### config.mk
export PLATFORM = sky130hd
export DESIGN_NAME = semicolon_command_line_parser
export DESIGN_NICKNAME = d
export VERILOG_FILES = /design/src/hw/rtl/scl_pkg.sv /design/src/hw/rtl/semicolon_command_line_parser.sv
export SDC_FILE = /design/constraint.sdc
export NUM_CORES = 1
export LEC_CHECK = 0
export ABC_AREA = 0
export BUFFER_PORTS_ARGS = -buffer_cell sky130_fd_sc_hd__buf_2
export CAP_MARGIN = 0
export CELL_PAD_IN_SITES_DETAIL_PLACEMENT = 0
export CELL_PAD_IN_SITES_GLOBAL_PLACEMENT = 1
export CORE_ASPECT_RATIO = 0.9
export CORE_MARGIN = 2
export CORE_UTILIZATION = 24
export CTS_BUF_LIST = sky130_fd_sc_hd__clkbuf_2 sky130_fd_sc_hd__clkbuf_4 sky130_fd_sc_hd__clkbuf_8
export CTS_CLUSTER_DIAMETER = 150
export DETAILED_ROUTE_END_ITERATION = 10
export PLACE_DENSITY_LB_ADDON = 0.1
export SLEW_MARGIN = 20
export SYNTH_ARGS = -nofsm -noshare
export SYNTH_HDL_FRONTEND = slang
export SYNTH_SLANG_ARGS = --single-unit
### constraint.sdc
create_clock -name clk -period 8 [get_ports clk]
set_input_delay 0.4 -clock clk [delete_from_list [all_inputs] [get_ports clk]]
set_output_delay 0.4 -clock clk [all_outputs]
set_load 0.1 [all_outputs]
### src/hw/rtl/scl_pkg.sv
`timescale 1ns / 1ps
// Package for the semicolon command line parser: line state, result types,
// character and keyword constants, and the per-byte update and decode functions.
package scl_pkg;

  // Field count bound and the width of the field index
  localparam int MAX_FIELDS = 10;
  localparam int IDX_W      = $clog2(MAX_FIELDS + 1);

  // Characters
  localparam logic [7:0] CH_SEMI  = 8'h3B;
  localparam logic [7:0] CH_PLUS  = 8'h2B;
  localparam logic [7:0] CH_MINUS = 8'h2D;
  localparam logic [7:0] CH_0     = 8'h30;
  localparam logic [7:0] CH_9     = 8'h39;
  localparam logic [7:0] CH_LA    = 8'h61;
  localparam logic [7:0] CH_LF    = 8'h66;
  localparam logic [7:0] CH_UA    = 8'h41;
  localparam logic [7:0] CH_UF    = 8'h46;

  // Keywords as they sit right-aligned in the 48-bit word shifter
  localparam logic [47:0] KW_H      = 48'h48;
  localparam logic [47:0] KW_C      = 48'h43;
  localparam logic [47:0] KW_SET    = 48'h534554;
  localparam logic [47:0] KW_GET    = 48'h474554;
  localparam logic [47:0] KW_PING   = 48'h50494E47;
  localparam logic [47:0] KW_RST    = 48'h525354;
  localparam logic [47:0] KW_UPD    = 48'h555044;
  localparam logic [47:0] KW_TOG    = 48'h544F47;
  localparam logic [47:0] KW_ACK    = 48'h41434B;
  localparam logic [47:0] KW_ERR    = 48'h455252;
  localparam logic [47:0] KW_STATUS = 48'h535441545553;
  localparam logic [47:0] KW_PONG   = 48'h504F4E47;

  typedef enum logic [1:0] {
    SND_NONE = 2'd0,
    SND_H    = 2'd1,
    SND_C    = 2'd2
  } sender_t;

  typedef enum logic [3:0] {
    CMD_NONE   = 4'd0,
    CMD_SET    = 4'd1,
    CMD_GET    = 4'd2,
    CMD_PING   = 4'd3,
    CMD_RST    = 4'd4,
    CMD_UPD    = 4'd5,
    CMD_TOG    = 4'd6,
    CMD_ACK    = 4'd7,
    CMD_ERR    = 4'd8,
    CMD_STATUS = 4'd9,
    CMD_PONG   = 4'd10
  } cmd_t;

  typedef enum logic [3:0] {
    MSG_ERROR   = 4'd0,
    MSG_HSET    = 4'd1,
    MSG_HGET    = 4'd2,
    MSG_HPING   = 4'd3,
    MSG_HRST    = 4'd4,
    MSG_HUPD    = 4'd5,
    MSG_HTOG    = 4'd6,
    MSG_CACK    = 4'd7,
    MSG_CERR    = 4'd8,
    MSG_CSTATUS = 4'd9,
    MSG_CPONG   = 4'd10,
    MSG_CRST    = 4'd11
  } msg_t;

  // Keyword flag bits of the third field
  localparam int KWF_STATUS = 0;
  localparam int KWF_SET    = 1;

  typedef struct packed {
    logic [IDX_W-1:0]  field_index;
    logic [2:0]        field_length;
    logic [47:0]       word_shift;
    sender_t           sender;
    cmd_t              command;
    logic [1:0]        kw_flags;
    logic [15:0]       hex_acc;
    logic              hex_valid;
    logic [15:0]       dec_acc;
    logic              dec_neg;
    logic              dec_stop;
    logic [1:0][15:0]  masks;
    logic [1:0]        mask_ok;
    logic [4:0][15:0]  values;
  } line_st_t;

  typedef struct packed {
    msg_t              msg_type;
    logic [15:0]       mask;
    logic [15:0]       mask_b;
    logic [15:0]       error_code;
    logic [3:0][15:0]  adc;
    logic [15:0]       temperature;
  } result_t;

  // Per-field state back to its empty value
  function automatic line_st_t clear_field(line_st_t s);
    line_st_t r;
    r              = s;
    r.field_length = 3'd0;
    r.word_shift   = '0;
    r.hex_acc      = '0;
    r.hex_valid    = 1'b1;
    r.dec_acc      = '0;
    r.dec_neg      = 1'b0;
    r.dec_stop     = 1'b0;
    return r;
  endfunction

  // Whole line state back to its reset value
  function automatic line_st_t clear_line();
    line_st_t r;
    r           = '0;
    r.sender    = SND_NONE;
    r.command   = CMD_NONE;
    r.hex_valid = 1'b1;
    return r;
  endfunction

  function automatic logic word_is(line_st_t s, logic [2:0] len, logic [47:0] kw);
    return (s.field_length == len) && (s.word_shift == kw);
  endfunction

  function automatic cmd_t match_command(line_st_t s);
    cmd_t c;
    c = CMD_NONE;
    if      (word_is(s, 3'd3, KW_SET))    c = CMD_SET;
    else if (word_is(s, 3'd3, KW_GET))    c = CMD_GET;
    else if (word_is(s, 3'd4, KW_PING))   c = CMD_PING;
    else if (word_is(s, 3'd3, KW_RST))    c = CMD_RST;
    else if (word_is(s, 3'd3, KW_UPD))    c = CMD_UPD;
    else if (word_is(s, 3'd3, KW_TOG))    c = CMD_TOG;
    else if (word_is(s, 3'd3, KW_ACK))    c = CMD_ACK;
    else if (word_is(s, 3'd3, KW_ERR))    c = CMD_ERR;
    else if (word_is(s, 3'd6, KW_STATUS)) c = CMD_STATUS;
    else if (word_is(s, 3'd4, KW_PONG))   c = CMD_PONG;
    return c;
  endfunction

  // Add one ordinary character to the open field
  function automatic line_st_t feed_char(line_st_t s, logic [7:0] c);
    line_st_t   r;
    logic       is_dig;
    logic       is_lo;
    logic       is_up;
    logic [3:0] nib;
    logic [15:0] dec10;
    r      = s;
    is_dig = (c >= CH_0) && (c <= CH_9);
    is_lo  = (c >= CH_LA) && (c <= CH_LF);
    is_up  = (c >= CH_UA) && (c <= CH_UF);
    nib    = is_dig ? 4'(c - CH_0) :
             is_lo  ? 4'(c - CH_LA + 8'd10) : 4'(c - CH_UA + 8'd10);
    dec10  = {s.dec_acc[12:0], 3'b000} + {s.dec_acc[14:0], 1'b0} + {12'd0, nib};

    r.word_shift = {s.word_shift[39:0], c};
    if (s.field_length != 3'd7) r.field_length = s.field_length + 3'd1;

    // Hex: exactly four digits
    if (!(is_dig || is_lo || is_up) || (s.field_length >= 3'd4)) begin
      r.hex_valid = 1'b0;
    end else begin
      r.hex_acc = {s.hex_acc[11:0], nib};
    end

    // Decimal: optional sign, digits until the first non-digit
    if (!s.dec_stop) begin
      if ((s.field_length == 3'd0) && ((c == CH_PLUS) || (c == CH_MINUS))) begin
        if (c == CH_MINUS) r.dec_neg = 1'b1;
      end else if (is_dig) begin
        r.dec_acc = dec10;
      end else begin
        r.dec_stop = 1'b1;
      end
    end
    return r;
  endfunction

  // Capture what the closing field means at its position, then empty it
  function automatic line_st_t close_field(line_st_t s);
    line_st_t    r;
    logic        hok;
    logic [15:0] dec;
    logic [2:0]  vi;
    r   = s;
    hok = s.hex_valid && (s.field_length == 3'd4);
    dec = s.dec_neg ? 16'(16'd0 - s.dec_acc) : s.dec_acc;
    vi  = 3'(s.field_index - IDX_W'(3));
    if (s.field_index == IDX_W'(0)) begin
      if      (word_is(s, 3'd1, KW_H)) r.sender = SND_H;
      else if (word_is(s, 3'd1, KW_C)) r.sender = SND_C;
      else                             r.sender = SND_NONE;
    end else if (s.field_index == IDX_W'(1)) begin
      r.command = match_command(s);
    end else if (s.field_index == IDX_W'(2)) begin
      r.kw_flags[KWF_STATUS] = word_is(s, 3'd6, KW_STATUS);
      r.kw_flags[KWF_SET]    = word_is(s, 3'd3, KW_SET);
      r.masks[0] = s.hex_acc;
      if (hok) r.mask_ok[0] = 1'b1;
    end else if (s.field_index <= IDX_W'(7)) begin
      if (s.field_index == IDX_W'(3)) begin
        r.masks[1] = s.hex_acc;
        if (hok) r.mask_ok[1] = 1'b1;
      end
      r.values[vi] = dec;
    end
    return clear_field(r);
  endfunction

  // Check sender, command and field count; gather the fields that apply
  function automatic result_t decode(line_st_t s);
    result_t          r;
    logic [IDX_W-1:0] cnt;
    logic             h0;
    r          = '0;
    r.msg_type = MSG_ERROR;
    cnt = (s.field_index == IDX_W'(MAX_FIELDS)) ? IDX_W'(MAX_FIELDS)
                                                : s.field_index + IDX_W'(1);
    h0  = s.mask_ok[0];
    if ((cnt >= IDX_W'(2)) && (s.sender == SND_H)) begin
      unique case (s.command)
        CMD_SET: if ((cnt == IDX_W'(3)) && h0) begin
          r.msg_type = MSG_HSET;
          r.mask     = s.masks[0];
        end
        CMD_GET: if ((cnt == IDX_W'(3)) && s.kw_flags[KWF_STATUS]) begin
          r.msg_type = MSG_HGET;
        end
        CMD_PING: r.msg_type = MSG_HPING;
        CMD_RST: if (cnt == IDX_W'(2)) begin
          r.msg_type = MSG_HRST;
        end
        CMD_UPD: if ((cnt == IDX_W'(4)) && (s.mask_ok == 2'b11)) begin
          r.msg_type = MSG_HUPD;
          r.mask     = s.masks[0];
          r.mask_b   = s.masks[1];
        end
        CMD_TOG: if ((cnt == IDX_W'(3)) && h0) begin
          r.msg_type = MSG_HTOG;
          r.mask     = s.masks[0];
        end
        default: r.msg_type = MSG_ERROR;
      endcase
    end else if ((cnt >= IDX_W'(2)) && (s.sender == SND_C)) begin
      unique case (s.command)
        CMD_ACK: if ((cnt == IDX_W'(4)) && s.kw_flags[KWF_SET] && s.mask_ok[1]) begin
          r.msg_type = MSG_CACK;
          r.mask     = s.masks[1];
        end
        CMD_ERR: if ((cnt == IDX_W'(4)) && s.kw_flags[KWF_SET]) begin
          r.msg_type   = MSG_CERR;
          r.error_code = s.values[0];
        end
        CMD_STATUS: if ((cnt == IDX_W'(8)) && h0) begin
          r.msg_type    = MSG_CSTATUS;
          r.mask        = s.masks[0];
          r.adc[0]      = s.values[0];
          r.adc[1]      = s.values[1];
          r.adc[2]      = s.values[2];
          r.adc[3]      = s.values[3];
          r.temperature = s.values[4];
        end
        CMD_PONG: r.msg_type = MSG_CPONG;
        CMD_RST: if (cnt == IDX_W'(2)) begin
          r.msg_type = MSG_CRST;
        end
        default: r.msg_type = MSG_ERROR;
      endcase
    end
    return r;
  endfunction

endpackage

### src/hw/rtl/semicolon_command_line_parser.sv
`timescale 1ns / 1ps
// Top level of the semicolon command line parser: input word register,
// per-byte line state update and the result register. Uses scl_pkg.
//
// Feed one character per word, with line_end set on the last character of
// the line. The block takes one word every cycle; a word is held in the
// input register, then updates the line state, and the last character of
// a line loads the result register at that same edge. The input side keeps
// running while a result waits and stalls only when a line end meets a
// result that has not been taken yet.
// The result gives the message type (zero on any parse error) with the masks
// and values that belong to it, all other fields zero.
module semicolon_command_line_parser
  import scl_pkg::*;
(
  input  logic               clk,
  input  logic               rst_n,
  input  logic               in_valid,
  output logic               in_ready,
  input  logic [7:0]         in_line_byte,
  input  logic               in_line_end,
  output logic               out_valid,
  input  logic               out_ready,
  output logic [3:0]         out_msg_type,
  output logic [15:0]        out_mask,
  output logic [15:0]        out_mask_b,
  output logic signed [15:0] out_error_code,
  output logic [15:0]        out_adc_0,
  output logic [15:0]        out_adc_1,
  output logic [15:0]        out_adc_2,
  output logic [15:0]        out_adc_3,
  output logic signed [15:0] out_temperature
);

  logic       in_v_r;
  logic [7:0] in_byte_r;
  logic       in_end_r;
  line_st_t   line_r;
  line_st_t   line_nxt;
  line_st_t   st_char;
  line_st_t   st_final;
  result_t    res_r;
  result_t    res_nxt;
  logic       out_v_r;
  logic       proc_go;

  // Consume the held word unless it ends a line and the result slot is full
  assign proc_go  = in_v_r && (!in_end_r || !out_v_r || out_ready);
  assign in_ready = !in_v_r || proc_go;

  // Apply the held character, then close the last field at line end
  always_comb begin
    st_char = line_r;
    if (in_byte_r == CH_SEMI) begin
      if (line_r.field_index < IDX_W'(MAX_FIELDS)) begin
        st_char             = close_field(line_r);
        st_char.field_index = line_r.field_index + IDX_W'(1);
      end
    end else if (line_r.field_index < IDX_W'(MAX_FIELDS)) begin
      st_char = feed_char(line_r, in_byte_r);
    end

    st_final = st_char;
    if (st_char.field_index < IDX_W'(MAX_FIELDS)) begin
      st_final = close_field(st_char);
    end

    res_nxt  = decode(st_final);
    line_nxt = in_end_r ? clear_line() : st_char;
  end

  // Input word register
  always_ff @(posedge clk) begin
    if (!rst_n) begin
      in_v_r <= 1'b0;
    end else if (in_ready) begin
      in_v_r <= in_valid;
    end
  end

  always_ff @(posedge clk) begin
    if (in_ready && in_valid) begin
      in_byte_r <= in_line_byte;
      in_end_r  <= in_line_end;
    end
  end

  // Line state
  always_ff @(posedge clk) begin
    if (!rst_n) begin
      line_r <= clear_line();
    end else if (proc_go) begin
      line_r <= line_nxt;
    end
  end

  // Result register: load on line end, drop when taken
  always_ff @(posedge clk) begin
    if (!rst_n) begin
      out_v_r <= 1'b0;
    end else if (proc_go && in_end_r) begin
      out_v_r <= 1'b1;
    end else if (out_ready) begin
      out_v_r <= 1'b0;
    end
  end

  always_ff @(posedge clk) begin
    if (proc_go && in_end_r) begin
      res_r <= res_nxt;
    end
  end

  assign out_valid       = out_v_r;
  assign out_msg_type    = res_r.msg_type;
  assign out_mask        = res_r.mask;
  assign out_mask_b      = res_r.mask_b;
  assign out_error_code  = $signed(res_r.error_code);
  assign out_adc_0       = res_r.adc[0];
  assign out_adc_1       = res_r.adc[1];
  assign out_adc_2       = res_r.adc[2];
  assign out_adc_3       = res_r.adc[3];
  assign out_temperature = $signed(res_r.temperature);

endmodule

Yosys cells after proc, flatten, opt, wreduce, memory -nomap -nowiden
Index checks and enable logic that the tools add are counted.
{"block": "classes", "order_cmp": 16, "eq_ne": 60, "bitwise_logic": 5, "multipliers": 0, "reduce_logical": 61, "n_addsub": 14, "muxes": 105, "n_shift": 0, "n_div": 0}
{"operator": "48-bit by 23-bit equality test with 1-bit output, second input constant", "n": 14}
{"operator": "212-bit 2-to-1 mux", "n": 3}
{"operator": "114-bit 2-to-1 mux", "n": 4}
{"operator": "80-bit 2-to-1 mux", "n": 4}
{"operator": "16-bit 2-to-1 mux", "n": 15}
{"operator": "208-bit 2-to-1 mux", "n": 1}
{"operator": "48-bit by 31-bit equality test with 1-bit output, second input constant", "n": 4}
{"operator": "48-bit by 7-bit equality test with 1-bit output, second input constant", "n": 4}
{"operator": "80-bit bitwise mux", "n": 2}
{"operator": "157-bit 2-to-1 mux", "n": 1}
{"operator": "4-bit 2-to-1 mux", "n": 27}
{"operator": "16-bit demux with 3-bit select", "n": 2}
{"operator": "48-bit by 47-bit equality test with 1-bit output, second input constant", "n": 2}
{"operator": "20-bit 2-to-1 mux", "n": 3}
{"operator": "16-bit case mux with 3 select lines", "n": 1}
{"operator": "1-bit logical AND", "n": 43}
{"operator": "19-bit 2-to-1 mux", "n": 2}
{"operator": "35-bit 2-to-1 mux", "n": 1}
{"operator": "4-bit by 2-bit equality test with 1-bit output, second input constant", "n": 8}
{"operator": "16-bit case mux with 2 select lines", "n": 1}
{"operator": "1-bit by 16-bit subtractor with 16-bit output, first input constant", "n": 2}
{"operator": "8-bit by 6-bit equality test with 1-bit output, second input constant", "n": 3}
{"operator": "2-bit 2-to-1 mux", "n": 11}
{"operator": "4-bit by 3-bit equality test with 1-bit output, second input constant", "n": 5}
{"operator": "other kinds (40)", "n": 98}
{"block": "totals", "rom_bits": 0, "mem_count": 0, "inputBits": 13, "register_bits": 355, "wordCells": 293, "output_inout_bits": 134, "ramBits": 0, "latch_bits": 0}

Logic depth before layout (Yosys ltp)
{"block": "depth", "word_depth": 37, "mapped_depth": 22, "mapped_depth_nobuf": 21}

Least setup slack after synthesis
OpenSTA, ideal clock, no wires.
{"block": "synth_timing", "path_kind": "reg2reg", "start": "register in_byte_r[0]", "end": "register res_r (netlist bit out_adc_0[13]) (data pin)", "setup_time_ps": 258, "period_less_slack_ps": 5342, "t_required_ps": 7742, "t_arrival_ps": 5084, "slack_ps": 2658, "stages_incl_launch_ff": 23, "path_cell_list": "edfxtp_1 > clkbuf_1 > inv_1 > ha_1 > o21bai_1 > a2111o_1 > nand2_1 > xor2_1 > inv_1 > ha_1 > ha_1 > fa_1 > a21o_1 > a211o_1 > a2111oi_0 > o21ai_0 > xor2_1 > a21oi_1 > and4_1 > a21oi_1 > xnor2_1 > mux2i_1 > nor2_1"}
{"block": "synth_between", "elab_chain_cells": 20}
{"element": "from (decl)", "line": "semicolon_command_line_parser.sv:36", "source": "logic [7:0] in_byte_r;"}
{"element": "from (signal assigned)", "line": "semicolon_command_line_parser.sv:83", "source": "in_byte_r <= in_line_byte;"}
{"element": "branches (longest 1 deep; another with 16-bit by 4-bit adder with 16-bit output)"}
{"element": "212-bit 2-to-1 mux (*)", "line": "semicolon_command_line_parser.sv:54", "source": "if (in_byte_r == CH_SEMI) begin"}
{"element": "48-bit by 31-bit equality test with 1-bit output or 3-bit equality test (tied branches)", "line": "scl_pkg.sv:125, scl_pkg.sv:190"}
{"element": "1-bit logical AND", "line": "scl_pkg.sv:125", "source": "return (s.field_length == len) && (s.word_shift == kw);"}
{"element": "4-bit 2-to-1 mux", "line": "scl_pkg.sv:140", "source": "else if (word_is(s, 3'd4, KW_PONG)) c = CMD_PONG;"}
{"element": "4-bit 2-to-1 mux", "line": "scl_pkg.sv:139", "source": "else if (word_is(s, 3'd6, KW_STATUS)) c = CMD_STATUS;"}
{"element": "4-bit 2-to-1 mux", "line": "scl_pkg.sv:138", "source": "else if (word_is(s, 3'd3, KW_ERR)) c = CMD_ERR;"}
{"element": "4-bit 2-to-1 mux", "line": "scl_pkg.sv:137", "source": "else if (word_is(s, 3'd3, KW_ACK)) c = CMD_ACK;"}
{"element": "(+4 left out)"}
{"element": "4-bit 2-to-1 mux", "line": "scl_pkg.sv:132", "source": "else if (word_is(s, 3'd3, KW_GET)) c = CMD_GET;"}
{"element": "4-bit 2-to-1 mux", "line": "scl_pkg.sv:131", "source": "if (word_is(s, 3'd3, KW_SET)) c = CMD_SET;"}
{"element": "4-bit 2-to-1 mux", "line": "scl_pkg.sv:197", "source": "end else if (s.field_index == IDX_W'(1)) begin"}
{"element": "6-bit 2-to-1 mux", "line": "scl_pkg.sv:193", "source": "if (s.field_index == IDX_W'(0)) begin"}
{"element": "157-bit 2-to-1 mux", "line": "semicolon_command_line_parser.sv:64", "source": "if (st_char.field_index < IDX_W'(MAX_FIELDS)) begin"}
{"element": "4-bit equality test", "line": "scl_pkg.sv:249", "source": "unique case (s.command)"}
{"element": "1-bit inverter (no source line)"}
{"element": "4-bit OR reduction (no source line)"}
{"element": "to (signal assigned)", "line": "semicolon_command_line_parser.sv:110", "source": "res_r <= res_nxt;"}
{"element": "to (decl)", "line": "semicolon_command_line_parser.sv:42", "source": "result_t res_r;"}
Mark *: on every way between the ends.
A chain may end at the register's enable or synchronous reset.

Worst setup path after layout
{"block": "layout_timing", "start": "register in_byte_r[1]", "end": "register res_r (netlist bit out_adc_1[12]) (data pin)"}
The elaborated chain is that of the path after synthesis.

==> summary.txt <==
Status
  – Result of the run: finished, final reports clean

Yosys
  – Compound-cell area share of the yosys netlist: 0.214
  – Post-Synth Adder-Cell Area: 0.0296
  – Seq/Total Area, Yosys: 0.427
  – Seq cells post-synth: 355
  – Synthesized-area fraction occupied by xor and xnor cells: 0.0215
  – Number of enable flip-flop cells after synthesis: 141
  – Post-synthesis simple-gate area fraction: 0.226
  – Netlist area before placement: 0.0200 sq mm
  – Net count of the mapped netlist: 2389
  – Post-synthesis average cell area: 8.57 sq um
  – Async SR Flop Fraction: 0
  – Predominant post-synthesis flop cell: dfxtp_1
  – Synth cell types: 101
  – Number of instances in the synthesized netlist: 2330
  – Dominant combinational cell family by area after synthesis: simple AND/OR/NAND/NOR gates
  – Multiplexer share of the synthesized area: 0.0402
  – Total number of yosys warnings: 0

Cells and area
  – Post-route cell area: 0.0235 sq mm
  – Share of layout cells above drive strength 1: 0.161
  – Relative area change from synthesis to final layout: 17.6%
  – Nets: 2502
  – Count of fill cells added during filler insertion: 8850

GRT
  – GRT Overall Usage: 0.190
  – Antenna violations before repair: 4
  – First-pass GRT wire length: 122000 um
  – GRT Residual Overflow: 0
  – Vias in the first global route: 18030
  – Largest net degree at the start of global routing: 104

Pwr
  – Fraction of power consumed by combinational cells: 0.043
  – Clock power share: 0.494
  – NetSw: 0.00108 W
  – Int Pwr: 0.00303 W
  – Peak VDD IR: 0.0916 mV
  – Power density cells: 175 mW/mm^2
  – Net switching fraction of the power: 0.262
  – Total leakage power: 8.43 nW
  – Sequential fraction of design power: 0.463
  – Post-route total power: 0.00410 W

Critical path
  – Launching element type of the critical path: flip-flop
  – R2R Setup Slk: 1420 ps
  – Crit Path Class: reg -> reg
  – Data required time of the critical path: 8480 ps
  – Crit path arrival time: 7070 ps
  – Worst r2r path cells: 21
  – Worst-path cell chain: inv_1 -> ha_1 -> o21bai_1 -> a2111o_1 -> nand2_1 -> xor2_1 -> inv_1 -> ha_1 -> ha_1 -> fa_1 -> a21o_1 -> a211o_1 -> a2111oi_1 -> o21bai_1 -> a31oi_1 -> and2_1 -> and3_1 -> a21oi_1 -> xnor2_1 -> nor2_1 -> a211oi_1
  – Worst R2R Start: in_byte_r[1]
  – Capturing point of the worst reg2reg path: out_adc_1[12]
  – Slowest stage delay, CP: 840 ps
  – Crit. End Element: flip-flop
  – Sum of buffers and inverters on the critical path: 2
  – CP Max Fanout: 10
  – Category of cells accounting for the largest share of critical-path delay: compound AO/OA/AOI/OAI gates
  – Worst-path cell with the longest stage delay: a2111oi_1
  – Cell repeated most along the worst path: ha_1

STA
  – Maximum clock skew at final layout: 65.9 ps
  – Relative slew slack: 0.210
  – Final period utilization: 0.823
  – RSZ-0062 raised after global routing: false
  – Total negative slack: 0 ps
  – Crit path time final: 6580 ps
  – Setup violators final: 0
  – Setup slack of the critical path after layout: 1420 ps
  – Count of endpoints failing hold in the final timing report: 0
  – Maximum operating frequency: 152 MHz
  – Max-slew violations: 0
  – Worst Tran Pin Value: 1180 ps

Clock tree
  – Post-CTS Setup Inserts: 0
  – Clock tree from TritonCTS: built
  – Number of clock buffers inserted by TritonCTS: 72
  – Sink count of the clock tree: 355
  – CTS Root Buffer Type: clkbuf_8
  – CTS HTree Levels: 3
  – Clock latency on the worst-skew pair: 700 ps
  – Number of buffers on the longest clock path: 3
  – Clock-pin transition on the worst setup and hold timing paths: 70 ps

Placement
  – Port Buffer Count: 146
  – Worst setup slack before clock tree synthesis: 1320 ps
  – HPWL after DPL: 56300 um
  – Area after detailed placement: 0.0219 sq mm
  – Gp weighted congestion: 0.879

Detailed routing
  – Vias post-DR: 18675
  – 1st-iter DRT viols: 1545
  – Total iterations of the first detailed-routing run: 5
  – Post-detailed-route count of antenna-violating nets: 0
  – Count of unresolved DRC violations after routing: 0
  – Number of vias per cell: 5.22
  – Routed wire length: 83200 um
  – Per-cell routed wire length: 23.3 um

Floorplan
  – Number of top-level pins: 147
  – Area of the core region: 0.0826 sq mm
  – Standard-cell row count: 100
  – Die span in x: 308 um
  – Vertical extent of the die: 278 um
  – Initial core utilization: 0.242
  – Die ar.: 0.0855 sq mm

Worst hold path
  – Path class of the lowest-slack min-delay path: in -> reg
  – Hold path startpoint: out_ready
  – Endpoint of the worst hold-timing path: in_v_r
  – Worst Hold Depth: 4

Run
  – Total of max-cap violations: 0
## how the worst max path moves through the flow
stage	endpoint	startpoint	slack (ps)	cells after the start
6_report	out_adc_1[12]	in_byte_r[1]	1420	21
5_1_grt	out_adc_1[12]	in_byte_r[1]	920	21
4_1_cts	out_adc_1[12]	in_byte_r[1]	1290	21
3_5_place_dp	out_adc_1[12]	in_byte_r[1]	1320	21
3_3_place_gp	out_error_code[12]	in_byte_r[0]	1470	21
2_1_floorplan	out_adc_0[13]	in_byte_r[0]	2660	22
## cell families (layout without fill, tap and decap cells)
family | count (synthesis) | in the layout
AND/OR/NAND/NOR | 961 | 961
other | 0 | 1
flip-flops | 355 | 355
adder cells (fa/ha/maj) | 46 | 46
multiplexers | 79 | 79
AO/OA/AOI/OAI | 640 | 640
XOR/XNOR | 49 | 49
buffers and inverters | 200 | 373
## stage by stage
| step | hold WS [ps] | util | std cells |
|---|---|---|---|
| floorplan | 427 | - | 2330 |
| global placement | 436 | 0.264 | 3429 |
| detailed placement | 450 | 0.265 | 3429 |
| CTS | 38.9 | 0.284 | 3574 |
| global route | 95.4 | 0.284 | 3575 |
| finish | 95.4 | 0.284 | 3575 |
## cell type report
type / instances / area, sq um / share of cell area
Multi-Input combinational cell: 1775 / 10700 / 0.457
Clock buffer: 105 / 1280 / 0.0546
Timing Repair Buffer: 215 / 1280 / 0.0543
Tap cell: 1071 / 1340 / 0.0571
Inverter: 24 / 95.1 / 0.00405
Clock inverter: 29 / 228 / 0.00970
Sequential cell: 355 / 8520 / 0.363
Antenna cell: 1 / 2.50 / 0.000107
## layer usage
layer / track usage / vias up / share of wire
li1: - / 8774 / -
met3: 0.0303 / 106 / 0.054
met1: 0.286 / 9257 / 0.50
met4: 0.0417 / 0 / 0.018
met2: 0.282 / 538 / 0.42
met5: 0 / - / 0
## power by group through the flow
stage                     clock, W  combinational [W]  sequential (W)
after global routing       0.00218           0.000190         0.00190
after detailed placement         0           0.000175         0.00194
after CTS                  0.00210           0.000179         0.00190
after global placement           0           0.000174         0.00194
final                      0.00203           0.000177         0.00190
after floorplan                  0          0.0000865         0.00196
## cell usage after synthesis, drive strengths merged (14+ instances only)
| master | instances | area (sq um) |
|---|---|---|
| nor2 | 466 | 1750 |
| dfxtp | 214 | 4280 |
| a21oi | 193 | 966 |
| a22oi | 161 | 1210 |
| nand2 | 159 | 604 |
| edfxtp | 141 | 4230 |
| clkbuf | 131 | 493 |
| o21ai | 100 | 512 |
| mux2i | 70 | 701 |
| nand3 | 67 | 335 |
| buf | 45 | 270 |
| ha | 44 | 551 |
| nor3 | 43 | 238 |
| nor2b | 32 | 200 |
| and3 | 29 | 181 |
| nor4 | 28 | 181 |
| a211oi | 26 | 195 |
| xnor2 | 25 | 219 |
| inv | 24 | 90.1 |
| nand4 | 24 | 150 |
| xor2 | 24 | 210 |
| nand2b | 19 | 121 |
| and2 | 18 | 113 |
| a31oi | 16 | 106 |
| a22o | 14 | 123 |
## flip-flops by register name, summed over array words and instances (netlist names)
signal           flops
out_adc_0           16
out_mask_b          16
in_end_r             1
line_r             212
in_byte_r            8
out_msg_type         4
out_adc_3           16
out_temperature     16
in_v_r               1
out_adc_2           16
out_valid            1
out_adc_1           16
out_mask            16
out_error_code      16
## worst min-delay path, cell delays in order
cell	delay, ps
buf_2	70
nor2b_1	60
nand3_1	110
a21oi_1	70
## placed cells by master (no fill, tap or decap), drive strengths merged, types with 6 or more instances in the layout
| cell type | n |
|---|---|
| edfxtp | 141 |
| nor4 | 28 |
| a22oi | 161 |
| a22o | 14 |
| inv | 28 |
| o22ai | 11 |
| nor2b | 32 |
| a211oi | 26 |
| nand3 | 67 |
| or3 | 7 |
| o211ai | 13 |
| dfxtp | 214 |
| a21oi | 193 |
| nand4 | 24 |
| a31oi | 16 |
| clkbuf | 105 |
| a21o | 10 |
| clkinv | 21 |
| ha | 44 |
| a32oi | 10 |
| xor2 | 24 |
| and3 | 29 |
| nor4b | 9 |
| o21a | 8 |
| buf | 204 |
| nor3 | 43 |
| o31ai | 13 |
| mux2 | 9 |
| o21ai | 100 |
| nand3b | 13 |
| nor3b | 9 |
| and2 | 18 |
| or2 | 6 |
| nand2b | 19 |
| nand2 | 159 |
| mux2i | 70 |
| nor2 | 466 |
| dlygate4sd3 | 11 |
| xnor2 | 25 |
## what timing repair did
item | CTS | global route
hold endpoints to repair | 12 | 0
hold buffers | 11 | 0
gates resized for setup | 0 | 0
Note: power is estimated with default switching activity, not from simulation.
